===== src/rtl/lfpd_sqrt.sv =====
// ----------------------------------------------------------------------------
// lfpd_sqrt
// Integer square root of a 64-bit value, two radicand bits per cycle.
// ----------------------------------------------------------------------------
module lfpd_sqrt (
    input  logic        clk,
    input  logic        rst_n,
    input  logic        start,
    input  logic [63:0] radicand,
    output logic        done,
    output logic [31:0] root
);
    logic [63:0] v_reg;
    logic [63:0] res_reg;
    logic [63:0] bit_pos_reg;
    logic        busy_reg;
    logic        done_reg;

    logic [64:0] trial;
    logic        fits;

    // Compare the remainder against the current trial value
    always_comb
    begin
        trial = {1'b0, res_reg} + {1'b0, bit_pos_reg};
        fits  = ({1'b0, v_reg} >= trial);
    end

    // Walk the bit position down two places each cycle
    always_ff @(posedge clk or negedge rst_n)
    begin
        if (!rst_n)
        begin
            busy_reg    <= 1'b0;
            done_reg    <= 1'b0;
            v_reg       <= '0;
            res_reg     <= '0;
            bit_pos_reg <= '0;
        end
        else
        begin
            done_reg <= 1'b0;
            if (start)
            begin
                v_reg       <= radicand;
                res_reg     <= '0;
                bit_pos_reg <= 64'h4000_0000_0000_0000;
                busy_reg    <= 1'b1;
            end
            else if (busy_reg)
            begin
                if (fits)
                begin
                    v_reg   <= v_reg - trial[63:0];
                    res_reg <= (res_reg >> 1) + bit_pos_reg;
                end
                else
                begin
                    res_reg <= res_reg >> 1;
                end
                bit_pos_reg <= bit_pos_reg >> 2;
                if (bit_pos_reg == 64'd1)
                begin
                    busy_reg <= 1'b0;
                    done_reg <= 1'b1;
                end
            end
        end
    end

    assign done = done_reg;
    assign root = res_reg[31:0];

endmodule


===== config.mk =====
export PLATFORM = sky130hd
export DESIGN_NAME = lfpd_sqrt
export DESIGN_NICKNAME = d
export VERILOG_FILES = /design/src/rtl/lfpd_sqrt.sv
export SDC_FILE = /design/constraint.sdc
export NUM_CORES = 1
export LEC_CHECK = 0
export ABC_CLOCK_PERIOD_IN_PS = 17100
export BUFFER_PORTS_ARGS = -buffer_cell sky130_fd_sc_hd__buf_2
export CORE_UTILIZATION = 45
export DETAILED_ROUTE_END_ITERATION = 10
export PLACE_DENSITY = 0.66
export SYNTH_ARGS = -nofsm -noshare
export SYNTH_HDL_FRONTEND = slang
export SYNTH_SLANG_ARGS = --single-unit

===== constraint.sdc =====
create_clock -name clk -period 17.1 [get_ports clk]
set_input_delay 1.71 -clock clk [delete_from_list [all_inputs] [get_ports clk]]
set_output_delay 1.71 -clock clk [all_outputs]
set_load 0.02 [all_outputs]

======== After elaboration in Yosys (flattened, before gate mapping) ========
Index checks and enable logic that the tools add are counted.
Widths: inputs -> output; s select.
operators by class
  order comparisons ....................... 1
  reduce and logical (&&, ||, !) cells .... 3
  add/subtract/negate cells ............... 3
  equal/unequal tests ..................... 1
  mux-type cells .......................... 14
operators with widths
  kind                 number
  $mux 64              8
  $add 64x64->65       1
  $ge 64x65->1         1
  $add 63x64->64       1
  $eq 64x1->1 const B  1
  $sub 64x64->64       1
  $mux 1               6
  $reduce_bool 2->1    2
  $reduce_and 2->1     1
word-level totals
  input port bits ......................... 67
  register bits after elaboration ......... 194

======== Longest topological paths before layout ========
  depth in word-level cells ............... 5
  gate-level depth with buffers ........... 27
  depth with buffers taken out ............ 25

======== Worst setup path after synthesis ========
Ideal clock, no wire load.
  path type ............................... reg-to-reg
  start point ............................. reg res_reg[2]
  end point ............................... reg v_reg[13]
  arrival time ............................ 5.321 ns
  slack ................................... 11.654 ns
  cell stages (with the launch flop) ...... 25
  setup time .............................. 0.125 ns
  buffers on the path ..................... 2
  period minus slack after synthesis ...... 5.446 ns
  data required time ...................... 16.975 ns
  cell sequence ........................... dfrtp_1 ha_1 a31oi_1 o21bai_1 a31oi_1 o21ai_0 a21oi_1 o31ai_1 a21oi_1 and2_1 o21ai_0 a31oi_1 xor2_1 ha_1 clkbuf_1 and4_1 and3_1 nand3_1 nor2_1 a41o_1 a21oi_2 a211oi_4 buf_4 mux2_1 mux2_2
between the ends
  longest elaborated chain between the ends .. 5
  elaborated cells between the ends (all ways) .. 8
RTL lines
  element                 RTL line  RTL
  start, declared         14        logic [63:0] res_reg;
  start signal, assigned  55        res_reg <= (res_reg >> 1) + bit_pos_reg;
  start signal, assigned  59        res_reg <= res_reg >> 1;
  $add 64x64->65 *        25        trial = {1'b0, res_reg} + {1'b0, bit_pos_reg};
  $sub 64x64->64          54        v_reg <= v_reg - trial[63:0];
  $mux 64                 52        if (fits)
  $mux 64                 50        else if (busy_reg)
  $mux 64                 43        if (start)
  end signal, assigned    45        v_reg <= radicand;
  end signal, assigned    54
  end, declared           13        logic [63:0] v_reg;
Every way passes the cells marked *; elsewhere a longest branch is shown, timed or not. The select of a mux whose other input is x is not followed.
A chain may end at the register's enable or synchronous reset.

======== Final worst setup path ========
  start point ............................. reg res_reg[2]
  end point ............................... reg res_reg[54]
between the ends
  longest elaborated chain between the ends .. 5
  elaborated cells between the ends (all ways) .. 6
RTL lines
  element         RTL line  RTL
  $add 64x64->65  25
  $ge 64x65->1    26        fits = ({1'b0, v_reg} >= trial);
  $mux 64 *       52
  $mux 64 *       50
  $mux 64 *       43
Marked as above.

==> impl_metrics.yaml <==
run_status:
  run_status: "finished clean"
timing:
  hold_viol_final: 0
  worst_slew_margin_rel_pct: 29.9
  part_of_the_cycle_the_worst_path_needs_pct: 37.7
  skew_ns: 0.0131
  timing_max_transition_violations_final: 0
  finalSetupTns_ns: 0
  worstMarginPinSlew_ns: 1.04
  minimum_clock_period_ns: 6.45
  whs_ns: 0.563
  unrepaired_setup_endpoints_after_global_routing: "false"
  achievable-frequency_ghz: 0.155
  report.final.setup_viol: 0
worst_setup_path:
  start_kind: "register"
  r2r_cells: 23
  slowest_stage: "sky130_fd_sc_hd__a2111oi_0"
  worst-endpoint-arrival_ns: 6.79
  timing.critical_path.fanout_max: 57
  crit-reg2reg-launch: "res_reg[2]$_DFFE_PN0P_"
  regToRegEndpoint: "res_reg[54]$_DFFE_PN0P_"
  crit_required_ns: 17.44
  critical_path.top_delay_family: "compound AO/OA/AOI/OAI gates"
  worst_setup_path_category: "reg -> reg"
  critPathCaptureType: "register"
  path_cells: "ha_1 > a31oi_1 > o21bai_1 > a31oi_1 > o21ai_0 > a21oi_1 > o31ai_1 > buf_4 > a2111oi_0 > o21bai_1 > a31oi_1 > xor2_1 > ha_1 > nand4_1 > inv_1 > and2_1 > nand3_1 > nor2_1 > a41o_1 > a21oi_2 > a21o_4 > nand2_2 > o211a_1"
  critPathMostFrequentCell: "sky130_fd_sc_hd__a31oi_1"
  critical_path.max_stage_delay_ns: 0.60
  critical_path_buf_inv_count: 2
  regToRegSetupSlack_ns: 10.65
floorplan:
  io_pins: 100
  initial_core_util_pct: 45.5
  die_y_um: 191
  core_mm2: 0.0355
  chipWidth_um: 191
  rows: 69
  die-area_mm2: 0.0367
grt:
  globalRoute.totalOverflow: 0
  grt_start_max_net_pins: 77
  global_route_usage_over_all_layers_pct: 25.6
  grt_pass1_vias: 13700
  grt_antenna_before_repair: 0
  grt_first_pass_wirelength_um: 74200
min_path:
  holdCritStartpoint: "v_reg[6]$_DFFE_PN0P_"
  min_to: "v_reg[6]$_DFFE_PN0P_"
  worstHoldPathType: "reg -> reg"
  timing.hold.worst_path_depth: 2
routing:
  routed_length_on_met3_um: 2830
  drt_first_pass_iters: 6
  vias: 14900
  vias_per_cell: 6.07
  wl_met1_um: 23100
  final_routed_wirelength_across_all_metal_layers_um: 46400
  detail_route.iter0.violations: 1633
  maxUsedRoutingLayer: "met4"
  antenna_left: 0
  wire_per_inst_um: 18.9
  route.detailed.drc: 0
  wl_met2_um: 19400
pwr:
  cellInternalPower_mw: 1.48
  pwr-share-clk_pct: 12.6
  power.share.switching_pct: 49.8
  power.density_cell_area_mw_per_mm2: 173
  leakagePower_nw: 7.46
  ir_worst_vdd_uv: 174
  combinationalPowerShare_pct: 66.5
  p_seq_share_pct: 20.9
  netSwitchingPower_mw: 1.47
synth:
  avgSynthCellArea_um2: 8.05
  synth-seq-cells: 162
  synthDominantCellAreaShare_pct: 25.1
  synth_top_flop_cell: "sky130_fd_sc_hd__dfrtp_1"
  async_flop_share_pct: 100
  netlist-cell-type-count: 90
  synth_nets: 2204
  yosys_warnings: 0
  synth_top_cells_by_area: "sky130_fd_sc_hd__dfrtp_1, sky130_fd_sc_hd__ha_1, sky130_fd_sc_hd__nor2_1"
  yosys.area.top_type: "sky130_fd_sc_hd__dfrtp_1"
  post_synth_edffs: 0
  sequential_area_share_after_synthesis_pct: 25.1
  synth.cell_area_mm2: 0.0162
  syn_inst: 2006
finish:
  nets: 2182
  antenna_cells: 0
  final_layout_size_suffix_gt1_share_pct: 10.6
  synthesis_to_layout_area_growth_pct: 5.83
  most_common_library_cell_in_the_layout_ignoring_fill_and_taps: "sky130_fd_sc_hd__nor2_1"
  layout_common_cells: "sky130_fd_sc_hd__nor2_1, sky130_fd_sc_hd__nand2_1, sky130_fd_sc_hd__dfrtp_1, sky130_fd_sc_hd__a21oi_1, sky130_fd_sc_hd__ha_1"
  fillers: 3439
  final_cell_count_no_fill: 2457
cts:
  cts_buffer_depth: 2
  worstSkewPairLatency_ns: 0.46
  clock-root-buffer: "sky130_fd_sc_hd__clkbuf_16"
  cts_hold_buf: 0
  clock_tree.htree_level_count: 4
  ctsResizeCount: 0
  post_cts_buffers: 0
  cts_num_sinks: 162
  cts_buffers: 17
  clkSlewWorstSetupHoldPaths_ns: 0.07
  tritoncts_clock_tree: "built"
place:
  portBuffers: 99
  detailedPlacementHpwl_um: 35400
  place.detailed.instances: 2426
  gp_routability_congestion: 0.977
flow_run:
  max-cap-violations: 0
==> cell type report <==
cell class / instances / area (um^2) / share of cell area, %
multi-input cells: 1654 / 11200 / 65.4
clock inverters: 12 / 100 / 0.585
inverters: 39 / 146 / 0.856
flip-flops and latches: 162 / 4060 / 23.7
clock buffers: 19 / 443 / 2.59
well taps: 461 / 577 / 3.37
repair buffers: 110 / 591 / 3.45
==> worst register-to-register path: stages (launching register included) <==
cell and delay, ns:
sky130_fd_sc_hd__dfrtp_1 0.44, sky130_fd_sc_hd__ha_1 0.40, sky130_fd_sc_hd__a31oi_1 0.31, sky130_fd_sc_hd__o21bai_1 0.18, sky130_fd_sc_hd__a31oi_1 0.27, sky130_fd_sc_hd__o21ai_0 0.21, sky130_fd_sc_hd__a21oi_1 0.26, sky130_fd_sc_hd__o31ai_1 0.10
sky130_fd_sc_hd__buf_4 0.16, sky130_fd_sc_hd__a2111oi_0 0.60, sky130_fd_sc_hd__o21bai_1 0.14, sky130_fd_sc_hd__a31oi_1 0.21, sky130_fd_sc_hd__xor2_1 0.28, sky130_fd_sc_hd__ha_1 0.36, sky130_fd_sc_hd__nand4_1 0.17, sky130_fd_sc_hd__inv_1 0.06
sky130_fd_sc_hd__and2_1 0.18, sky130_fd_sc_hd__nand3_1 0.10, sky130_fd_sc_hd__nor2_1 0.05, sky130_fd_sc_hd__a41o_1 0.24, sky130_fd_sc_hd__a21oi_2 0.26, sky130_fd_sc_hd__a21o_4 0.58, sky130_fd_sc_hd__nand2_2 0.43, sky130_fd_sc_hd__o211a_1 0.32
==> synth_stat cells (5+ instances only) <==
cell type and instances:
sky130_fd_sc_hd__nor2_1 216, sky130_fd_sc_hd__nand2_1 203, sky130_fd_sc_hd__dfrtp_1 162, sky130_fd_sc_hd__a21oi_1 132, sky130_fd_sc_hd__ha_1 130, sky130_fd_sc_hd__o21ai_0 108, sky130_fd_sc_hd__clkbuf_1 86, sky130_fd_sc_hd__xor2_1 83
sky130_fd_sc_hd__mux2i_1 70, sky130_fd_sc_hd__xnor2_1 70, sky130_fd_sc_hd__a31oi_1 60, sky130_fd_sc_hd__o21ai_1 50, sky130_fd_sc_hd__a21o_1 47, sky130_fd_sc_hd__inv_1 39, sky130_fd_sc_hd__buf_4 37, sky130_fd_sc_hd__nand4_1 36
sky130_fd_sc_hd__a211oi_1 35, sky130_fd_sc_hd__nand3_1 32, sky130_fd_sc_hd__nor3_1 25, sky130_fd_sc_hd__a311oi_1 22, sky130_fd_sc_hd__o21bai_1 22, sky130_fd_sc_hd__or3_1 22, sky130_fd_sc_hd__nand2b_1 21, sky130_fd_sc_hd__nor2b_1 19
sky130_fd_sc_hd__mux2_2 17, sky130_fd_sc_hd__buf_2 16, sky130_fd_sc_hd__and2_1 15, sky130_fd_sc_hd__a21boi_0 13, sky130_fd_sc_hd__nor4_1 13, sky130_fd_sc_hd__o211ai_1 12, sky130_fd_sc_hd__o32ai_1 12, sky130_fd_sc_hd__a31o_2 11
sky130_fd_sc_hd__o22ai_1 11, sky130_fd_sc_hd__o31ai_1 11, sky130_fd_sc_hd__mux2_1 10, sky130_fd_sc_hd__or2_2 9, sky130_fd_sc_hd__a2111oi_1 8, sky130_fd_sc_hd__o221ai_1 8, sky130_fd_sc_hd__buf_6 7, sky130_fd_sc_hd__o21a_1 7
sky130_fd_sc_hd__and3_1 6, sky130_fd_sc_hd__a211oi_2 5, sky130_fd_sc_hd__nand3b_1 5
==> metal layers <==
layer	up-vias	track usage [%]
met5	-	0
met4	0	7.66
met3	53	3.38
met2	478	37.0
met1	7100	38.9
li1	7286	-
==> through the flow <==
stage	power [mW]	setup slack [ns]	util [%]	cell area [um^2]
floorplan	2.17	11.65	-	16200
CTS	2.94	10.72	48.2	17100
finish	2.95	10.65	48.2	17100
global placement	2.53	10.92	46.7	16600
global route	3.19	10.13	48.2	17100
detailed placement	2.55	10.75	46.7	16600
==> power by group through the flow <==
stage	sequential, mW	clock (mW)	combinational [mW]
2_1_floorplan	0.558	0	1.61
3_3_place_gp	0.617	0	1.92
3_5_place_dp	0.616	0	1.93
4_1_cts	0.614	0.380	1.94
5_1_grt	0.630	0.394	2.17
6_report	0.618	0.372	1.96
==> kinds of logic after synthesis <==
group	Yosys count	synth area share, %
XOR/XNOR	153	8.29
AO/OA/AOI/OAI	631	26.3
flip-flops	162	25.1
multiplexers	97	6.22
buffers and inverters	190	5.73
adder cells (fa/ha/maj)	131	10.2
AND/OR/NAND/NOR	642	18.2
==> worst max path at each step <==
| stage | slack (ns) | start | to | cells after the start |
|---|---|---|---|---|
| after detailed placement | 10.75 | res_reg[2]$_DFFE_PN0P_ | res_reg[54]$_DFFE_PN0P_ | 23 |
| after global placement | 10.92 | res_reg[2]$_DFFE_PN0P_ | res_reg[54]$_DFFE_PN0P_ | 23 |
| after CTS | 10.72 | res_reg[2]$_DFFE_PN0P_ | res_reg[54]$_DFFE_PN0P_ | 23 |
| final | 10.65 | res_reg[2]$_DFFE_PN0P_ | res_reg[54]$_DFFE_PN0P_ | 23 |
| after floorplan | 11.65 | res_reg[2]$_DFFE_PN0P_ | v_reg[13]$_DFFE_PN0P_ | 24 |
| after global routing | 10.13 | res_reg[2]$_DFFE_PN0P_ | res_reg[48]$_DFFE_PN0P_ | 24 |
Power figures use the tool's default switching activity.
