==> src/rtl/lfpd_pkg.sv <==
// ----------------------------------------------------------------------------
// lfpd_pkg
// Shared types, fixed-point constants and helpers for the line-following
// PD velocity block.
// ----------------------------------------------------------------------------
package lfpd_pkg;

    // Wide signed word for products and accumulations
    typedef logic signed [69:0] wide_t;
    // Operand of the shared multiplier
    typedef logic signed [34:0] opnd_t;

    // Register indexes of the configuration port
    localparam logic [3:0] REG_YAW_GAIN     = 4'd0;
    localparam logic [3:0] REG_MAX_YAW_RATE = 4'd1;

    // Divider geometry
    localparam int DIV_NUM_W = 62;
    localparam int DIV_DEN_W = 32;

    // Q2.30 angle and unit constants
    localparam logic signed [34:0] Q30_ONE     = 35'sd1073741824;
    localparam logic signed [34:0] PI_Q30      = 35'sd3373259426;
    localparam logic signed [34:0] HALF_PI_Q30 = 35'sd1686629713;
    localparam logic signed [34:0] TWO_PI_Q30  = 35'sd6746518852;
    localparam logic signed [33:0] CORDIC_K    = 34'sd652032874;

    // Q16.16 constants
    localparam logic signed [19:0] PI_Q16     = 20'sd205887;
    localparam logic signed [19:0] TWO_PI_Q16 = 20'sd411775;
    localparam logic signed [34:0] KD_Q16     = 35'sd52429;
    localparam logic [20:0]        DT_MIN     = 21'd66;
    localparam wide_t              LIM33      = 70'sd4294967295;

    // Saturate a wide value to 32-bit signed
    function automatic logic signed [31:0] sat32(input wide_t v);
        logic signed [31:0] r;
        if (v > 70'sd2147483647)
            r = $signed(32'h7FFF_FFFF);
        else if (v < -70'sd2147483648)
            r = $signed(32'h8000_0000);
        else
            r = v[31:0];
        return r;
    endfunction

    // Clamp a wide value to +-(2^32-1)
    function automatic logic signed [33:0] clamp33(input wide_t v);
        logic signed [33:0] r;
        if (v > LIM33)
            r = LIM33[33:0];
        else if (v < -LIM33)
            r = 34'(-LIM33);
        else
            r = v[33:0];
        return r;
    endfunction

    // Arctangent of 2^-i in Q2.30
    function automatic logic [29:0] atan_lut(input logic [4:0] i);
        logic [29:0] r;
        case (i)
            5'd0:  r = 30'd843314857;
            5'd1:  r = 30'd497837829;
            5'd2:  r = 30'd263043836;
            5'd3:  r = 30'd133525158;
            5'd4:  r = 30'd67021686;
            5'd5:  r = 30'd33543515;
            5'd6:  r = 30'd16775850;
            5'd7:  r = 30'd8388437;
            5'd8:  r = 30'd4194282;
            5'd9:  r = 30'd2097149;
            5'd10: r = 30'd1048575;
            5'd11: r = 30'd524287;
            5'd12: r = 30'd262143;
            5'd13: r = 30'd131071;
            5'd14: r = 30'd65535;
            5'd15: r = 30'd32767;
            5'd16: r = 30'd16383;
            5'd17: r = 30'd8191;
            5'd18: r = 30'd4095;
            5'd19: r = 30'd2047;
            5'd20: r = 30'd1023;
            5'd21: r = 30'd511;
            5'd22: r = 30'd255;
            5'd23: r = 30'd127;
            5'd24: r = 30'd63;
            5'd25: r = 30'd31;
            5'd26: r = 30'd15;
            5'd27: r = 30'd8;
            5'd28: r = 30'd4;
            5'd29: r = 30'd2;
            default: r = 30'd0;
        endcase
        return r;
    endfunction

endpackage

==> src/rtl/lfpd_div.sv <==
// ----------------------------------------------------------------------------
// lfpd_div
// Unsigned restoring divider, one quotient bit per cycle.
// ----------------------------------------------------------------------------
module lfpd_div (
    input  logic                           clk,
    input  logic                           rst_n,
    input  logic                           start,
    input  logic [lfpd_pkg::DIV_NUM_W-1:0] num,
    input  logic [lfpd_pkg::DIV_DEN_W-1:0] den,
    output logic                           done,
    output logic [lfpd_pkg::DIV_NUM_W-1:0] quo
);
    import lfpd_pkg::*;

    localparam int CNT_W = $clog2(DIV_NUM_W);

    logic [DIV_NUM_W-1:0] quo_reg;
    logic [DIV_DEN_W-1:0] rem_reg;
    logic [DIV_DEN_W-1:0] den_reg;
    logic [CNT_W-1:0]     cnt_reg;
    logic                 busy_reg;
    logic                 done_reg;

    logic [DIV_DEN_W:0]   trial;
    logic                 fits;
    logic [DIV_DEN_W-1:0] rem_next;

    // Shift in the next dividend bit and try one subtraction
    always_comb
    begin
        trial    = {rem_reg, quo_reg[DIV_NUM_W-1]};
        fits     = (trial >= {1'b0, den_reg});
        rem_next = fits ? DIV_DEN_W'(trial - {1'b0, den_reg}) : trial[DIV_DEN_W-1:0];
    end

    // Iterate until all quotient bits are formed
    always_ff @(posedge clk or negedge rst_n)
    begin
        if (!rst_n)
        begin
            busy_reg <= 1'b0;
            done_reg <= 1'b0;
            cnt_reg  <= '0;
            quo_reg  <= '0;
            rem_reg  <= '0;
            den_reg  <= '0;
        end
        else
        begin
            done_reg <= 1'b0;
            if (start)
            begin
                quo_reg  <= num;
                rem_reg  <= '0;
                den_reg  <= den;
                cnt_reg  <= CNT_W'(DIV_NUM_W - 1);
                busy_reg <= 1'b1;
            end
            else if (busy_reg)
            begin
                quo_reg <= {quo_reg[DIV_NUM_W-2:0], fits};
                rem_reg <= rem_next;
                if (cnt_reg == '0)
                begin
                    busy_reg <= 1'b0;
                    done_reg <= 1'b1;
                end
                else
                begin
                    cnt_reg <= cnt_reg - 1'b1;
                end
            end
        end
    end

    assign done = done_reg;
    assign quo  = quo_reg;

endmodule

==> config.mk <==
export PLATFORM = sky130hd
export DESIGN_NAME = lfpd_div
export DESIGN_NICKNAME = d
export VERILOG_FILES = /design/src/rtl/lfpd_pkg.sv /design/src/rtl/lfpd_div.sv
export SDC_FILE = /design/constraint.sdc
export NUM_CORES = 1
export LEC_CHECK = 0
export BUFFER_PORTS_ARGS = -buffer_cell sky130_fd_sc_hd__buf_2
export CAP_MARGIN = 20
export CORE_MARGIN = 5
export CORE_UTILIZATION = 50
export DETAILED_ROUTE_END_ITERATION = 10
export GPL_ROUTABILITY_DRIVEN = 0
export PLACE_DENSITY = 0.7
export RECOVER_POWER = 25
export SYNTH_ARGS = -nofsm -noshare
export SYNTH_HDL_FRONTEND = slang
export SYNTH_SLANG_ARGS = --single-unit
==> constraint.sdc <==
create_clock -name clk -period 9.1 [get_ports clk]
set_clock_uncertainty 0.1 [all_clocks]
set_input_delay 1.365 -clock clk [delete_from_list [all_inputs] [get_ports clk]]
set_output_delay 1.365 -clock clk [all_outputs]
set_load 0.1 [all_outputs]
After elaboration in Yosys (flattened, before gate mapping)
Cells that the tools add are included.
{ "classes": {"muxes": 14, "magnitude_cmp": 1, "n_addsub": 2, "reduce_logical": 3, "n_eq_ne": 1} }
{ "op_table": {"columns": ["op", "count"], "rows": [
  ["two-way mux 62 bit", 2],
  ["two-way mux 32 bit", 3],
  ["greater-or-equal comparator 33 x 32 -> 1 bit", 1],
  ["subtractor 32 bit", 1],
  ["two-way mux 6 bit", 3],
  ["zero test 6 bit", 1],
  ["two-way mux 1 bit", 6],
  ["subtractor 6 x 1 -> 6 bit, second input constant", 1],
  ["inequality test 2 bit, second input constant", 1],
  ["AND reduction 2 bit", 1],
  ["nonzero test 2 bit", 1]
]} }
{ "word_totals": {"register_bits": 134, "in_bits": 97, "output_inout_bits": 63} }

Longest topological paths before layout
{ "logic_depth": {"depth_word": 4, "mapped_depth": 14} }

Worst setup path before layout
No wires, ideal clock.
{ "synth_timing": {"path_kind": "register -> register", "from": "register quo_reg[61], in the netlist quo[61]", "to": "register rem_reg[30]", "setup_ns": 0.087, "arrival_ns": 3.545, "stages_incl_launch_ff": 13, "synth_period_minus_slack_ns": 3.731, "setup_slack_ns": 5.369, "t_required_ns": 8.913, "path_cell_list": "dfrtp_1 -> inv_1 -> ha_1 -> fa_1 -> and2b_2 -> o21bai_4 -> a21oi_2 -> o221ai_2 -> a2111o_1 -> a311oi_2 -> o2111ai_1 -> mux2_4 -> a211oi_2"} }
{ "synth_via": {"elab_chain_cells": 4, "elab_cells_between_ends": 5, "classes_between": "1 x add/sub; 1 x order compare; 3 x mux"} }
{ "synth_lines": {"columns": ["item", "line_no", "text"], "rows": [
  ["from (decl)", "lfpd_div.sv:18", "logic [DIV_NUM_W-1:0] quo_reg;"],
  ["from (signal assigned)", "lfpd_div.sv:54", "quo_reg <= num;"],
  ["from (signal assigned)", "lfpd_div.sv:62", "quo_reg <= {quo_reg[DIV_NUM_W-2:0], fits};"],
  ["subtractor 32 bit or greater-or-equal comparator 33 x 32 -> 1 bit (tied branches)", "lfpd_div.sv:34, lfpd_div.sv:33", null],
  ["two-way mux 32 bit *", "lfpd_div.sv:34", "rem_next = fits ? DIV_DEN_W'(trial - {1'b0, den_reg}) : trial[DIV_DEN_W-1:0];"],
  ["two-way mux 32 bit *", "lfpd_div.sv:60", "else if (busy_reg)"],
  ["two-way mux 32 bit *", "lfpd_div.sv:52", "if (start)"],
  ["to (signal assigned)", "lfpd_div.sv:63", "rem_reg <= rem_next;"],
  ["to (decl)", "lfpd_div.sv:19", "logic [DIV_DEN_W-1:0] rem_reg;"]
]} }
Every way passes the cells marked *; elsewhere a longest branch is shown, timed or not. The select of a mux whose other input is x is not followed.
A chain may end at the register's enable or synchronous reset.

Worst setup path in the final report
{ "layout_timing": {"from": "input port start", "to": "register den_reg[0]"} }
{ "layout_rtl": {"columns": ["item", "line_no", "text"], "rows": [
  ["from (decl)", "lfpd_div.sv:8", "input logic start,"],
  ["to (signal assigned)", "lfpd_div.sv:56", "den_reg <= den;"],
  ["to (decl)", "lfpd_div.sv:20", "logic [DIV_DEN_W-1:0] den_reg;"]
]} }
No word-level cell between the ends.

==> results.json <==
{
  "required_ns": 9.31,
  "syn-cell-area_sq_um": 7850,
  "power_leakage_nw": 4.82,
  "final.setup.tns_ns": 0,
  "routed_wl_mm": 19.0,
  "r2r_slack_ns": 5.39,
  "min_path_type": "flip-flop to flip-flop",
  "synth_seq_cells": 134,
  "numPortBuffers": 159,
  "grt_pass1_vias": 6318,
  "slew_headroom": -2.22,
  "core_area_sq_um": 15300,
  "endpoint": "den_reg[0]$_DFFE_PN0P_",
  "grt_overflow_total": 0,
  "hold_viol": 0,
  "cts_buffers": 17,
  "grt_util_all_layers": 0.211,
  "cts_max_level": 4,
  "synth_edf_count": 0,
  "fp.dieW_um": 135,
  "dr.pass1.iters": 5,
  "ys_seq_area_frac": 0.427,
  "drive_gt1_frac": 0.215,
  "cp-start-kind": "primary input",
  "ir_drop_uv": 180,
  "drtIter0Drc": 393,
  "io_pins": 160,
  "layout_common_cells": "buf_2, nand2_1, dfrtp_1",
  "finalCritPeriodShare": 0.660,
  "final_core_util": 0.610,
  "post_cts_resized": 0,
  "diodes": 0,
  "rsz0062_at_grt": "false",
  "cts_hold_buf": 0,
  "final_common_cell": "buf_2",
  "fillers": 1364,
  "area_growth_pct": 18.9,
  "reg2reg_from": "rem_reg[17]$_DFFE_PN0P_",
  "syn-num-nets": 994,
  "timing.fmax_ghz": 0.167,
  "via_count": 6527,
  "worst_slew_pin_slew_ns": 4.83,
  "drt_drc_violations_left": 0,
  "synth_cells": 862,
  "r2r_cells": 9,
  "status": "finished with violations",
  "synth_cell_type_count": 65,
  "ys.flop_type": "dfrtp_1",
  "startpoint": "start",
  "worstPathMaxFanout": 134,
  "nets": 1123,
  "avgViaCountPerCell": 5.37,
  "wl_per_cell_um": 15.6,
  "setup_violations": 0,
  "clock-root-buffer": "clkbuf_16",
  "clkTransAtPathRegs_ns": 0.06,
  "fin_cells": 1215,
  "yosysWarnings": 0,
  "crit_arrival_ns": 6.22,
  "synth-async-reset-ratio": 1.00,
  "path_class": "primary input to flip-flop",
  "dieArea_sq_um": 18300,
  "post-cts-setup-buffer-count": 0,
  "cts.sinks": 134,
  "die_h_um": 135,
  "dp_cells": 1183,
  "final_max_slew_viol_count": 200,
  "timing.rr.end": "rem_reg[26]$_DFFE_PN0P_",
  "postRouteAntennaNets": 0,
  "failed_checks": "max-capacitance violations, max-slew violations",
  "start_util": 0.513,
  "num_rows": 45,
  "grt_max_degree": 135,
  "dp_hpwl_mm": 13.4,
  "power_density_nw_per_um2": 312,
  "clock_path_buffers": 2,
  "clk-insertion-delay-late_ns": 0.42,
  "cap_violations": 2,
  "fin_crit_ns": 6.00,
  "whs_ns": 0.429,
  "largest_reg_flops": 62,
  "cts_tree": "built",
  "antenna_found_initial": 3,
  "cp-end-kind": "flip-flop",
  "avgSynthCellArea_sq_um": 9.11,
  "grt_pass1_wl_mm": 31.5
}
[worst min path at each step]
| stage | from | to | slack [ns] | depth (start not counted) |
|---|---|---|---|---|
| global route | den_reg[27]$_DFFE_PN0P_ | den_reg[27]$_DFFE_PN0P_ | 0.45 | 2 |
| detailed placement | cnt_reg[5]$_DFFE_PN0P_ | cnt_reg[5]$_DFFE_PN0P_ | 0.42 | 2 |
| CTS | den_reg[8]$_DFFE_PN0P_ | den_reg[8]$_DFFE_PN0P_ | 0.44 | 2 |
| global placement | den_reg[29]$_DFFE_PN0P_ | den_reg[29]$_DFFE_PN0P_ | 0.41 | 2 |
| finish | den_reg[27]$_DFFE_PN0P_ | den_reg[27]$_DFFE_PN0P_ | 0.43 | 2 |
| floorplan | den_reg[0]$_DFFE_PN0P_ | den_reg[0]$_DFFE_PN0P_ | 0.38 | 1 |
[worst max-delay path, stage by stage]
cell	delay (ns)
clkbuf_1	3.34
buf_4	1.07
mux2_2	0.41
[stage by stage]
stage | cell area (sq um) | power, mW | setup WS [ns]
after floorplan | 7850 | 1.91 | 5.37
final | 9340 | 2.91 | 3.10
after CTS | 9350 | 2.92 | 5.38
after detailed placement | 8710 | 2.16 | 5.40
after global placement | 8710 | 2.15 | 5.58
after global routing | 9340 | 3.11 | 2.52
[report_power, final]
part           internal (mW)  total, mW  switching, mW
Sequential             0.702      0.783         0.0808
Combinational          0.519       1.38          0.859
Clock                  0.465      0.749          0.284
[metal layers]
metal,global-route usage,up-vias,wire [um]
met2,0.322,165,8570
met3,0.0799,21,1400
met1,0.287,3044,8800
met5,0,-,36
li1,-,3291,-
met4,0.0476,6,187
[final cells by class]
| class | instances | area [sq um] | share of cell area |
|---|---|---|---|
| Clock inverter | 15 | 213 | 0.0228 |
| Tap cell | 211 | 264 | 0.0283 |
| Sequential cell | 134 | 3360 | 0.360 |
| Timing Repair Buffer | 162 | 816 | 0.0874 |
| Clock buffer | 17 | 425 | 0.0456 |
| Inverter | 44 | 165 | 0.0177 |
| Multi-Input combinational cell | 632 | 4100 | 0.439 |
[synthesized netlist by cell type, types with 8 or more instances]
| library cell | number | area share |
|---|---|---|
| a211oi_1 | 32 | 0.031 |
| a21oi_1 | 42 | 0.027 |
| clkbuf_1 | 38 | 0.018 |
| dfrtp_1 | 134 | 0.43 |
| ha_1 | 34 | 0.054 |
| inv_1 | 44 | 0.021 |
| mux2i_1 | 79 | 0.10 |
| nand2_1 | 139 | 0.066 |
| nand3_1 | 11 | 0.0070 |
| nor2_1 | 38 | 0.018 |
| nor3_1 | 8 | 0.0051 |
| o211ai_1 | 9 | 0.0086 |
| o21ai_0 | 112 | 0.071 |
| xnor2_1 | 20 | 0.022 |
| xor2_1 | 10 | 0.011 |
[logic make-up after synthesis]
kind of cell,share of synthesized area
AO/OA/AOI/OAI,0.189
XOR/XNOR,0.0335
buffers and inverters,0.0513
multiplexers,0.107
adder cells (fa/ha/maj),0.0567
AND/OR/NAND/NOR,0.135
flip-flops,0.427
No activity file was read; power rests on OpenSTA's default activity.
