<file path="config.mk">
export PLATFORM = sky130hd
export DESIGN_NAME = lfpd_cordic
export DESIGN_NICKNAME = d
export VERILOG_FILES = /design/src/rtl/lfpd_pkg.sv /design/src/rtl/lfpd_cordic.sv
export SDC_FILE = /design/constraint.sdc
export NUM_CORES = 1
export LEC_CHECK = 0
export BUFFER_PORTS_ARGS = -buffer_cell sky130_fd_sc_hd__buf_2
export CELL_PAD_IN_SITES_DETAIL_PLACEMENT = 1
export CELL_PAD_IN_SITES_GLOBAL_PLACEMENT = 2
export CORE_ASPECT_RATIO = 0.5
export CORE_MARGIN = 2
export CORE_UTILIZATION = 35
export DETAILED_ROUTE_END_ITERATION = 8
export GPL_TIMING_DRIVEN = 0
export PLACE_DENSITY = 0.87
export SYNTH_ARGS = -nofsm -noshare
export SYNTH_HDL_FRONTEND = slang
export SYNTH_SLANG_ARGS = --single-unit
</file>
<file path="constraint.sdc">
create_clock -name clk -period 6.6 [get_ports clk]
set_input_delay 0.33 -clock clk [delete_from_list [all_inputs] [get_ports clk]]
set_output_delay 0.33 -clock clk [all_outputs]
set_load 0.02 [all_outputs]
</file>
<file path="src/rtl/lfpd_pkg.sv">
// ----------------------------------------------------------------------------
// lfpd_pkg
// Shared types, fixed-point constants and helpers for the line-following
// PD velocity block.
// ----------------------------------------------------------------------------
package lfpd_pkg;

    // Wide signed word for products and accumulations
    typedef logic signed [69:0] wide_t;
    // Operand of the shared multiplier
    typedef logic signed [34:0] opnd_t;

    // Register indexes of the configuration port
    localparam logic [3:0] REG_YAW_GAIN     = 4'd0;
    localparam logic [3:0] REG_MAX_YAW_RATE = 4'd1;

    // Divider geometry
    localparam int DIV_NUM_W = 62;
    localparam int DIV_DEN_W = 32;

    // Q2.30 angle and unit constants
    localparam logic signed [34:0] Q30_ONE     = 35'sd1073741824;
    localparam logic signed [34:0] PI_Q30      = 35'sd3373259426;
    localparam logic signed [34:0] HALF_PI_Q30 = 35'sd1686629713;
    localparam logic signed [34:0] TWO_PI_Q30  = 35'sd6746518852;
    localparam logic signed [33:0] CORDIC_K    = 34'sd652032874;

    // Q16.16 constants
    localparam logic signed [19:0] PI_Q16     = 20'sd205887;
    localparam logic signed [19:0] TWO_PI_Q16 = 20'sd411775;
    localparam logic signed [34:0] KD_Q16     = 35'sd52429;
    localparam logic [20:0]        DT_MIN     = 21'd66;
    localparam wide_t              LIM33      = 70'sd4294967295;

    // Saturate a wide value to 32-bit signed
    function automatic logic signed [31:0] sat32(input wide_t v);
        logic signed [31:0] r;
        if (v > 70'sd2147483647)
            r = $signed(32'h7FFF_FFFF);
        else if (v < -70'sd2147483648)
            r = $signed(32'h8000_0000);
        else
            r = v[31:0];
        return r;
    endfunction

    // Clamp a wide value to +-(2^32-1)
    function automatic logic signed [33:0] clamp33(input wide_t v);
        logic signed [33:0] r;
        if (v > LIM33)
            r = LIM33[33:0];
        else if (v < -LIM33)
            r = 34'(-LIM33);
        else
            r = v[33:0];
        return r;
    endfunction

    // Arctangent of 2^-i in Q2.30
    function automatic logic [29:0] atan_lut(input logic [4:0] i);
        logic [29:0] r;
        case (i)
            5'd0:  r = 30'd843314857;
            5'd1:  r = 30'd497837829;
            5'd2:  r = 30'd263043836;
            5'd3:  r = 30'd133525158;
            5'd4:  r = 30'd67021686;
            5'd5:  r = 30'd33543515;
            5'd6:  r = 30'd16775850;
            5'd7:  r = 30'd8388437;
            5'd8:  r = 30'd4194282;
            5'd9:  r = 30'd2097149;
            5'd10: r = 30'd1048575;
            5'd11: r = 30'd524287;
            5'd12: r = 30'd262143;
            5'd13: r = 30'd131071;
            5'd14: r = 30'd65535;
            5'd15: r = 30'd32767;
            5'd16: r = 30'd16383;
            5'd17: r = 30'd8191;
            5'd18: r = 30'd4095;
            5'd19: r = 30'd2047;
            5'd20: r = 30'd1023;
            5'd21: r = 30'd511;
            5'd22: r = 30'd255;
            5'd23: r = 30'd127;
            5'd24: r = 30'd63;
            5'd25: r = 30'd31;
            5'd26: r = 30'd15;
            5'd27: r = 30'd8;
            5'd28: r = 30'd4;
            5'd29: r = 30'd2;
            default: r = 30'd0;
        endcase
        return r;
    endfunction

endpackage

</file>
<file path="src/rtl/lfpd_cordic.sv">
// ----------------------------------------------------------------------------
// lfpd_cordic
// Rotation-mode CORDIC: sine and cosine in Q2.30 of a Q16.16 heading,
// one micro-rotation per cycle.
// ----------------------------------------------------------------------------
module lfpd_cordic (
    input  logic               clk,
    input  logic               rst_n,
    input  logic               start,
    input  logic signed [18:0] angle,
    output logic               done,
    output logic signed [31:0] cos_q30,
    output logic signed [31:0] sin_q30
);
    import lfpd_pkg::*;

    localparam logic [4:0] LAST_ITER = 5'd29;

    logic signed [33:0] x_reg;
    logic signed [33:0] y_reg;
    logic signed [34:0] t_reg;
    logic [4:0]         i_reg;
    logic               neg_reg;
    logic               busy_reg;
    logic               done_reg;

    logic signed [34:0] t_scaled;
    logic signed [34:0] t_wrap;
    logic signed [34:0] t_fold;
    logic               fold;
    logic signed [33:0] x_sh;
    logic signed [33:0] y_sh;
    logic signed [34:0] step_ang;
    logic signed [33:0] x_out;
    logic signed [33:0] y_out;

    // Wrap the angle into +-pi and fold it into +-pi/2
    always_comb
    begin
        t_scaled = 35'(angle) <<< 14;
        if (t_scaled > PI_Q30)
            t_wrap = t_scaled - TWO_PI_Q30;
        else if (t_scaled < -PI_Q30)
            t_wrap = t_scaled + TWO_PI_Q30;
        else
            t_wrap = t_scaled;
        fold = 1'b1;
        if (t_wrap > HALF_PI_Q30)
            t_fold = t_wrap - PI_Q30;
        else if (t_wrap < -HALF_PI_Q30)
            t_fold = t_wrap + PI_Q30;
        else
        begin
            t_fold = t_wrap;
            fold   = 1'b0;
        end
    end

    // Shifted terms of the current micro-rotation
    always_comb
    begin
        x_sh     = x_reg >>> i_reg;
        y_sh     = y_reg >>> i_reg;
        step_ang = $signed({5'b0, atan_lut(i_reg)});
    end

    // Rotate toward zero residual angle
    always_ff @(posedge clk or negedge rst_n)
    begin
        if (!rst_n)
        begin
            busy_reg <= 1'b0;
            done_reg <= 1'b0;
            x_reg    <= '0;
            y_reg    <= '0;
            t_reg    <= '0;
            i_reg    <= '0;
            neg_reg  <= 1'b0;
        end
        else
        begin
            done_reg <= 1'b0;
            if (start)
            begin
                x_reg    <= CORDIC_K;
                y_reg    <= '0;
                t_reg    <= t_fold;
                neg_reg  <= fold;
                i_reg    <= '0;
                busy_reg <= 1'b1;
            end
            else if (busy_reg)
            begin
                if (t_reg >= 0)
                begin
                    x_reg <= x_reg - y_sh;
                    y_reg <= y_reg + x_sh;
                    t_reg <= t_reg - step_ang;
                end
                else
                begin
                    x_reg <= x_reg + y_sh;
                    y_reg <= y_reg - x_sh;
                    t_reg <= t_reg + step_ang;
                end
                if (i_reg == LAST_ITER)
                begin
                    busy_reg <= 1'b0;
                    done_reg <= 1'b1;
                end
                else
                begin
                    i_reg <= i_reg + 1'b1;
                end
            end
        end
    end

    // Undo the fold and clamp to unit range
    always_comb
    begin
        x_out = neg_reg ? -x_reg : x_reg;
        y_out = neg_reg ? -y_reg : y_reg;
        if (x_out > 34'sd1073741824)
            cos_q30 = 32'sd1073741824;
        else if (x_out < -34'sd1073741824)
            cos_q30 = -32'sd1073741824;
        else
            cos_q30 = x_out[31:0];
        if (y_out > 34'sd1073741824)
            sin_q30 = 32'sd1073741824;
        else if (y_out < -34'sd1073741824)
            sin_q30 = -32'sd1073741824;
        else
            sin_q30 = y_out[31:0];
    end

    assign done = done_reg;

endmodule

</file>
**After elaboration in Yosys (flattened, before gate mapping)**

Memories as Yosys holds them, arrays and structs flattened.
Index checks and enable logic that the tools add are counted.

- ROM bits: 960
- Bits in registers: 111
- Output and inout bits: 65
- Memories kept: 1

Memory list:

| name | depth | width | read ports | clocked after Yosys merged registers in | wr ports | line | RTL |
|---|---|---|---|---|---|---|---|
| (name not given) | 32 | 30 | 1 | 0 | 0 | lfpd_pkg.sv:62 | `case (i)` |

- Add/sub/neg operators: 13
- Magnitude comparators: 9
- Muxes and demuxes: 30
- Equality and inequality tests: 2
- Reduce and logical (&&, ||, !) cells: 2
- Shifts and indexed selects: 2

Operator list:

| operator | number |
|---|---|
| $mux W34 | 8 |
| $mux W35 | 7 |
| $mux W32 | 4 |
| $add A34 B34 Y34 | 2 |
| $gt A34 B32 Y1 const B | 2 |
| $lt A34 B31 Y1 const B | 2 |
| $neg A34 Y34 | 2 |
| $sshr A34 B5 Y34 | 2 |
| $sub A34 B34 Y34 | 2 |
| $add A33 B34 Y35 const B | 1 |
| $add A35 B31 Y35 | 1 |
| $add A35 B33 Y35 const B | 1 |
| $ge A35 B1 Y1 const B | 1 |
| $gt A35 B32 Y1 const B | 1 |
| $lt A35 B32 Y1 const B | 1 |
| $sub A33 B34 Y35 const B | 1 |
| $sub A35 B31 Y35 | 1 |
| $sub A35 B33 Y35 const B | 1 |
| $gt A33 B33 Y1 const B | 1 |
| $lt A33 B33 Y1 const B | 1 |
| $mux W5 | 3 |
| $mux W1 | 8 |
| $add A5 B1 Y5 const B | 1 |
| $eq A5 B5 Y1 const B | 1 |
| 3 further kinds | 3 |

**Longest topological paths before layout**

Gate-level depths: netlist of the first run.

- Depth in word-level cells: 7
- Gate-level depth with buffers: 29

**Worst setup path after synthesis of the first run**

Ideal clock, no wire load.

- Path kind: reg2reg
- From: reg i_reg[0]
- To: reg t_reg[31]
- Clock period less this slack: 6.349 ns
- Cell stages (with the launch flop): 29
- Setup slack: 0.251 ns
- Data arrival time: 6.283 ns
- Buffers on the path: 6
- Path through: dfrtp_1 > buf_2 > buf_4 > inv_1 > buf_2 > buf_1 > ha_1 > clkbuf_1 > a21oi_1 > o221ai_1 > o21ai_0 > nor2_1 > nand4_1 > or4b_2 > o21ai_0 > buf_2 > xnor2_1 > ha_1 > nand3_1 > or2_2 > nor2_1 > inv_1 > o32a_1 > o31a_1 > a31oi_1 > a31oi_1 > xor2_1 > o211ai_1 > o31a_1

- Longest elaborated chain between the ends: 5
- Elaborated cells on any way between the ends: 6
- Those cells by class: add/sub (2); mux (3); memory (1)

Ends and longest elaborated chain:

| element | line | RTL |
|---|---|---|
| start, declared | lfpd_cordic.sv:22 | `logic [4:0] i_reg;` |
| start signal, assigned | lfpd_cordic.sv:113 | `i_reg <= i_reg + 1'b1;` |
| $mem_v2 Z32 W30 * | -- |  |
| $add A35 B31 Y35 or $sub A35 B31 Y35 (tied branches) | lfpd_cordic.sv:104, lfpd_cordic.sv:98 |  |
| $mux W35 * | lfpd_cordic.sv:94 | `if (t_reg >= 0)` |
| $mux W35 * | lfpd_cordic.sv:92 | `else if (busy_reg)` |
| $mux W35 * | lfpd_cordic.sv:83 | `if (start)` |
| end signal, assigned | lfpd_cordic.sv:87 | `t_reg <= t_fold;` |
| end signal, assigned | lfpd_cordic.sv:98 | `t_reg <= t_reg - step_ang;` |
| end signal, assigned | lfpd_cordic.sv:104 | `t_reg <= t_reg + step_ang;` |
| end, declared | lfpd_cordic.sv:21 | `logic signed [34:0] t_reg;` |

Every way passes the cells marked *; elsewhere a longest branch is shown, timed or not. The select of a mux whose other input is x is not followed.
A chain may end at the register's enable or synchronous reset.

**Final worst setup path of the first run**

- From: reg y_reg[27]
- To: reg x_reg[32]

- Longest elaborated chain between the ends: 5
- Elaborated cells on any way between the ends: 6
- Those cells by class: add/sub (2); shift (1); mux (3)

Ends and longest elaborated chain:

| element | line | RTL |
|---|---|---|
| start, declared | lfpd_cordic.sv:20 | `logic signed [33:0] y_reg;` |
| start signal, assigned | lfpd_cordic.sv:97 | `y_reg <= y_reg + x_sh;` |
| start signal, assigned | lfpd_cordic.sv:103 | `y_reg <= y_reg - x_sh;` |
| $sshr A34 B5 Y34 * | lfpd_cordic.sv:63 | `y_sh = y_reg >>> i_reg;` |
| $add A34 B34 Y34 or $sub A34 B34 Y34 (tied branches) | lfpd_cordic.sv:102, lfpd_cordic.sv:96 |  |
| $mux W34 * | lfpd_cordic.sv:94 |  |
| $mux W34 * | lfpd_cordic.sv:92 |  |
| $mux W34 * | lfpd_cordic.sv:83 |  |
| end signal, assigned | lfpd_cordic.sv:96 | `x_reg <= x_reg - y_sh;` |
| end signal, assigned | lfpd_cordic.sv:102 | `x_reg <= x_reg + y_sh;` |
| end, declared | lfpd_cordic.sv:19 | `logic signed [33:0] x_reg;` |

Marked as above.

==> metrics.txt, run 1 <==
Area contributors post-synth dfrtp_1, ha_1, mux4_2; initial antenna violation count 7; predominant post-synthesis flop cell dfrtp_1; Yosys cell types 94; Hold WS 394.6 ps; drc violations 0; syn_nets 3078; GRT Residual Overflow 0; Syn-to-layout area delta 13.83%; Leak Pwr 10.36 nW; Post-Synth XOR/XNOR Area 0.1026; Initial Util 0.3530; post-route ant nets 0; simple-gate share of the synthesized area 0.2145; post-synthesis cell count 2925; Max H-tree Level 3; gpl congestion 1.098; Startpoint Class flop; number of flip-flops in the largest register 35; vias in the first global route 26110; global-route wire length before repair 192.5 mm; Synth Area in Compound Gates 0.2634; CTS buffer count 9; most frequent cells after synthesis nor2_1, nand2_1, a21oi_1; TNS Setup -57.67 ps; CTS clk-pin slew, worst paths 100 ps; DRT Pass-1 Iters 5; largest family of logic cells by synthesized area compound AO/OA/AOI/OAI gates; Worst-Skew Late Latency 440 ps; DR vias/cell 6.755; Yosys warning total 0; max-cap viol count 2; WP data required 6930 ps; setup ws final -57.67 ps; Starting DRT DRC Count 2980; DR WL/cell 35.13 um; Final Core Density 0.4018; die width 360.1 um; Synth Register Bits 111; RSZ-0062 raised after global routing true; Die ar. 0.06555 mm^2; Crit Path Class flop to flop; std cell rows 65; Post-Place Cell Area 0.02369 mm^2; Ports 87; Synth async-reset ratio 1.000; failing checks capacitance limit, slew limit, setup timing; Tcrit/Tclk final 1.009; final WL 136.8 mm; post-synth design cell area 0.02219 mm^2; final instance area 0.02526 mm^2; Syn Area/Cell 7.586 um^2; Finish-stage setup viols 1; sequential share of the synthesized area 0.1252; leading area contributor after synthesis dfrtp_1; HPWL Detailed 108.6 mm; Die Y 182.0 um; share of layout cells above drive strength 1 0.1585; maximum VDD drop 277.6 uV; crit path max fanout 10; max-slew violation count 22; power per cell area 631.8 mW/mm^2; post-synthesis adder-cell area fraction 0.07488; multiplexer share of the synthesized area 0.1556; Total GRT Usage 0.4082; largest net degree at the start of global routing 72; Final min period 6658 ps; core area 0.06287 mm^2; Setup Slack @ Placement -2342 ps; Achievable Freq 150.2 MHz; Worst Max-Slew Pin Slew 1577 ps; clock root cell clkbuf_16; via count 26310; Yosys top cell area share 0.1252; Slew HR -0.05100; Setup crit end kind flop; Final Hold Vio Count 0; clk_skew 18.05 ps; CTS tree yes; status finished, violations left; CTS Sinks 111; Data arrival, critical path 6990 ps; Post-synth EDFFs 0; top-count cell post-synth nor2_1; Tightest Hold Check Type input port to asynchronous set/reset pin; Clock Path Buffers 2; number of buffers added on ports 79; fin nets 3202
==> routing by layer <==
metal / routed length, um / up-vias / track usage
met3: 15260 / 224 / 0.1141
met4: 4313 / 6 / 0.1234
li1: - / 11120 / -
met2: 57140 / 1438 / 0.6177
met5: 50 / - / 0
met1: 60070 / 13520 / 0.5614
==> final cells by class <==
type | instances | area (um^2)
Fill cell | 7801 | 37610
Multi-Input combinational cell | 2494 | 18670
Sequential cell | 111 | 2780
Buffer | 243 | 1468
Tap cell | 837 | 1047
Timing Repair Buffer | 117 | 725.7
Inverter | 73 | 282.8
Clock buffer | 10 | 229.0
Clock inverter | 6 | 50.05
Antenna cell | 4 | 10.01
==> layout by cell type (no fill, tap or decap), drive strengths merged, types with 60 or more instances in the layout <==
master    n
inv      73
buf     201
ha      128
a21o     60
xnor2   132
mux2i   133
dfrtp   111
a21oi   186
nor2    291
nand3    70
mux4     79
o21ai   176
nand2   289
clkbuf  168
xor2    128
==> worst max-delay path, stage by stage (launching register included) <==
cell and delay, ps:
dfrtp_1 620, buf_1 690, mux2_2 310, mux2i_2 160, o211a_1 250, o32ai_1 600, nor2b_2 180, nand2_1 90
o21ai_0 110, xor2_1 380, ha_1 350, a2111oi_1 500, o21ai_1 260, a2111oi_2 460, o31ai_1 200, a211oi_2 200
buf_4 170, o31ai_4 120, a41oi_2 270, o31a_1 190, nor4_1 70, a211o_1 320
==> report_power, final <==
part           switching [W]  total [W]  leakage [nW]  internal [W]
clock               0.000341   0.000603         0.136      0.000263
combinational        0.00860     0.0139          8.89       0.00533
sequential          0.000418    0.00142          1.33       0.00101
==> worst paths after layout <==
| path | endpoint | cells past startpoint | slack, ps | from |
|---|---|---|---|---|
| max | x_reg[32] | 21 | -60 | y_reg[27] |
| min | t_reg[10] | 2 | 390 | rst_n |
| max reg2reg | x_reg[32] | 21 | -60 | y_reg[27] |
| min reg2reg | t_reg[5] | 2 | 600 | t_reg[5] |
| max in group asynchronous | y_reg[0] | 3 | 5370 | rst_n |
| min in group clk | y_reg[33] | 4 | 440 | start |
==> metrics by stage <==
step                      power, W  std cells
after floorplan            0.01035       2925
after global placement     0.01384       3841
after detailed placement   0.01419       3843
after CTS                  0.01526       3876
after global routing       0.01697       3891
final                      0.01596       3895
==> cells by family after synthesis <==
family | count (synthesis)
buffers and inverters | 320
AO/OA/AOI/OAI | 867
flip-flops | 111
XOR/XNOR | 260
AND/OR/NAND/NOR | 997
multiplexers | 239
adder cells (fa/ha/maj) | 131
==> timing repair <==
action	in CTS	in global routing
setup endpoints to repair	77	32
setup buffers	18	17
hold endpoints to repair	40	0
pin swaps	13	14
hold buffers	1	0
gates resized for setup	205	84
Note: power is estimated with default switching activity, not from simulation.
==> run 2, diff against run 1 <==
- CTS_CLUSTER_SIZE: unset -> 8
- REMOVE_ABC_BUFFERS: unset -> 1
- SETUP_SLACK_MARGIN: unset -> 0.3
==> run 2 against run 1 <==
  * The flow now finishes without violations
  * Die area unchanged
  * Worst hold slack worse by 49 ps
  * First-iteration DRC count down 33%
  * Flip-flop and latch count stayed put
  * Non-clock buffer count decreased by 196
  * Largest power group unchanged
  * Total power shrank 9.8%
  * Clock power up 6.1%
==> metrics.txt, run 2 (synthesis gave the netlist of run 1 again) <==
std cell rows 65; CP max stage delay 560 ps; most frequent cells in the layout nand2_1, nor2_1, a21oi_1, o21ai_0, xnor2_1; Data arrival, critical path 6670 ps; Layout Cells excl Fill 3698; Combinational Power Share 0.820; CTS buffer count 9; Final min period 6364 ps; crit path max fanout 38; fillcell total 7638; crit path from i_reg[3]; Starting DRT DRC Count 2001; max-slew violation count 0; WP data required 6900 ps; r2r setup slk 240 ps; Achievable Freq 157.1 MHz; clock root cell clkbuf_16; vias in the first global route 23480; Final Hold Vio Count 0; Final Core Density 0.3901; cell count of the worst reg-to-reg path 21; final instance area 0.02452 mm^2; register area 0.002808 mm^2; placed cells 3618; commonest non-fill, non-tap cell in the layout nand2_1; Tcrit/Tclk final 0.9642; Initial Util 0.3530; status complete, no violations; HPWL Detailed 61.92 mm; Flop pwr share 0.135; Leak Pwr 10.07 nW; critical path's most frequent cell mux2i_1; Slew HR 0.2137; DR vias/cell 6.413; Syn-to-layout area delta 10.52%; share of layout cells above drive strength 1 0.1466; Clock Path Buffers 2; CTS tree yes; DR WL/cell 23.81 um; CP max-delay cell dfrtp_4; Crit Path Class flop to flop; clk_skew 12.16 ps; core area 0.06287 mm^2; initial antenna violation count 0; power per cell area 586.9 mW/mm^2; gpl congestion 0.9691; fin nets 3007; die width 360.1 um; GRT Residual Overflow 0; post-route ant nets 0; CTS clk-pin slew, worst paths 90 ps; global-route wire length before repair 137.7 mm; Net Sw Frac 0.5513; worst r2r dst y_reg[33]; RSZ-0062 raised after global routing true; Worst-Skew Late Latency 410 ps; maximum VDD drop 217.7 uV; via count 23720; Tightest Hold Check Type input port to flop; Worst Max-Slew Pin Slew 1175 ps; hold endpoint y_reg[8]; DRT Pass-1 Iters 9; P_int 0.006458 W; crit path cell chain bufbuf_16 > mux2i_1 > mux4_2 > mux2i_1 > mux2i_1 > ha_1 > nand4_1 > buf_4 > o21ai_0 > xor2_1 > ha_1 > nand3_1 > nor3_1 > o211ai_1 > a2111oi_4 > nor4_4 > or3_1 > nand2_1 > a41o_1 > mux4_2 > o2111ai_1; largest net degree at the start of global routing 80; switching power 0.007934 W; Finish-stage setup viols 0; Die ar. 0.06555 mm^2; Die Y 182.0 um; R2R Path Start i_reg[3]; final WL 88.07 mm; Setup crit end kind flop; hold-critical path depth 2; Ports 87; hold_sp start; Clk pwr share 0.044; CTS Sinks 111; max-cap viol count 0; number of buffers added on ports 86; Startpoint Class flop; drc violations 0; number of flip-flops in the largest register 35; Multi-input gate area 0.01852 mm^2; Max H-tree Level 3; Post-Place Cell Area 0.02294 mm^2; Total GRT Usage 0.2616
## run 2: changes by cell type in the layout (fill, tap and decap cells not counted), sizes merged
cell	change
diode	-2
inv	-1
bufinv	+1
bufbuf	+5
clkinv	+1
buf	-43
clkbuf	-159
clkinvlp	+1
## run 2: timing repair
action,CTS,global route
setup buffers,29,26
hold endpoints to repair,51,0
gates cloned,6,0
setup endpoints to repair,63,36
resized for setup,60,62
pin swaps,7,12
hold buffers,1,0
## run 2: how the worst max path moves through the flow
stage               cells past startpoint        end  slack (ps)
detailed placement                     20  y_reg[33]       -1300
CTS                                    21  y_reg[33]         270
global placement                       21  t_reg[33]       -6210
finish                                 21  y_reg[33]         240
floorplan                              21  t_reg[31]       -2950
global route                           19  x_reg[30]           8
## run 2: layout make-up
class | instances | share of cell area
Timing Repair Buffer | 164 | 0.06153
Tap cell | 837 | 0.04270
Multi-Input combinational cell | 2494 | 0.7552
Clock inverter | 7 | 0.003622
Inverter | 73 | 0.01291
Timing Repair inverter | 1 | 0.0002041
Clock buffer | 9 | 0.009184
Antenna cell | 2 | 0.0002041
Sequential cell | 111 | 0.1145
## run 2: critical path: cells and delay by family (launching register included)
family                   cells  cell delay (ps)
multiplexers                 5             1820
AO/OA/AOI/OAI                5             1260
AND/OR/NAND/NOR              6             1180
adder cells (fa/ha/maj)      2              680
flip-flops                   1              560
buffers and inverters        2              530
XOR/XNOR                     1              190
## run 2: metrics by stage
stage	setup slack (ps)	setup TNS [ps]	total power (W)	hold slack [ps]
floorplan	-2946	-125450	0.01019	34.41
global placement	-6211	-426340	0.01263	525.4
detailed placement	-1295	-28100	0.01298	329.9
CTS	274.7	0	0.01396	356.4
global route	7.564	0	0.01580	382.9
finish	236.0	0	0.01439	345.9
## run 2: power groups by stage
stage / Sequential, W / Clock [W] / Combinational, W
after global placement: 0.00198 / 0 / 0.0106
after CTS: 0.00190 / 0.000652 / 0.0114
after global routing: 0.00199 / 0.000674 / 0.0131
after floorplan: 0.00156 / 0 / 0.00864
final: 0.00195 / 0.000640 / 0.0118
after detailed placement: 0.00194 / 0 / 0.0110
## run 2: layer usage
metal,global-route usage,share of wire
met3,0.05758,0.081
met2,0.4015,0.43
met1,0.3633,0.46
met4,0.08084,0.029
met5,0.01162,0.0012
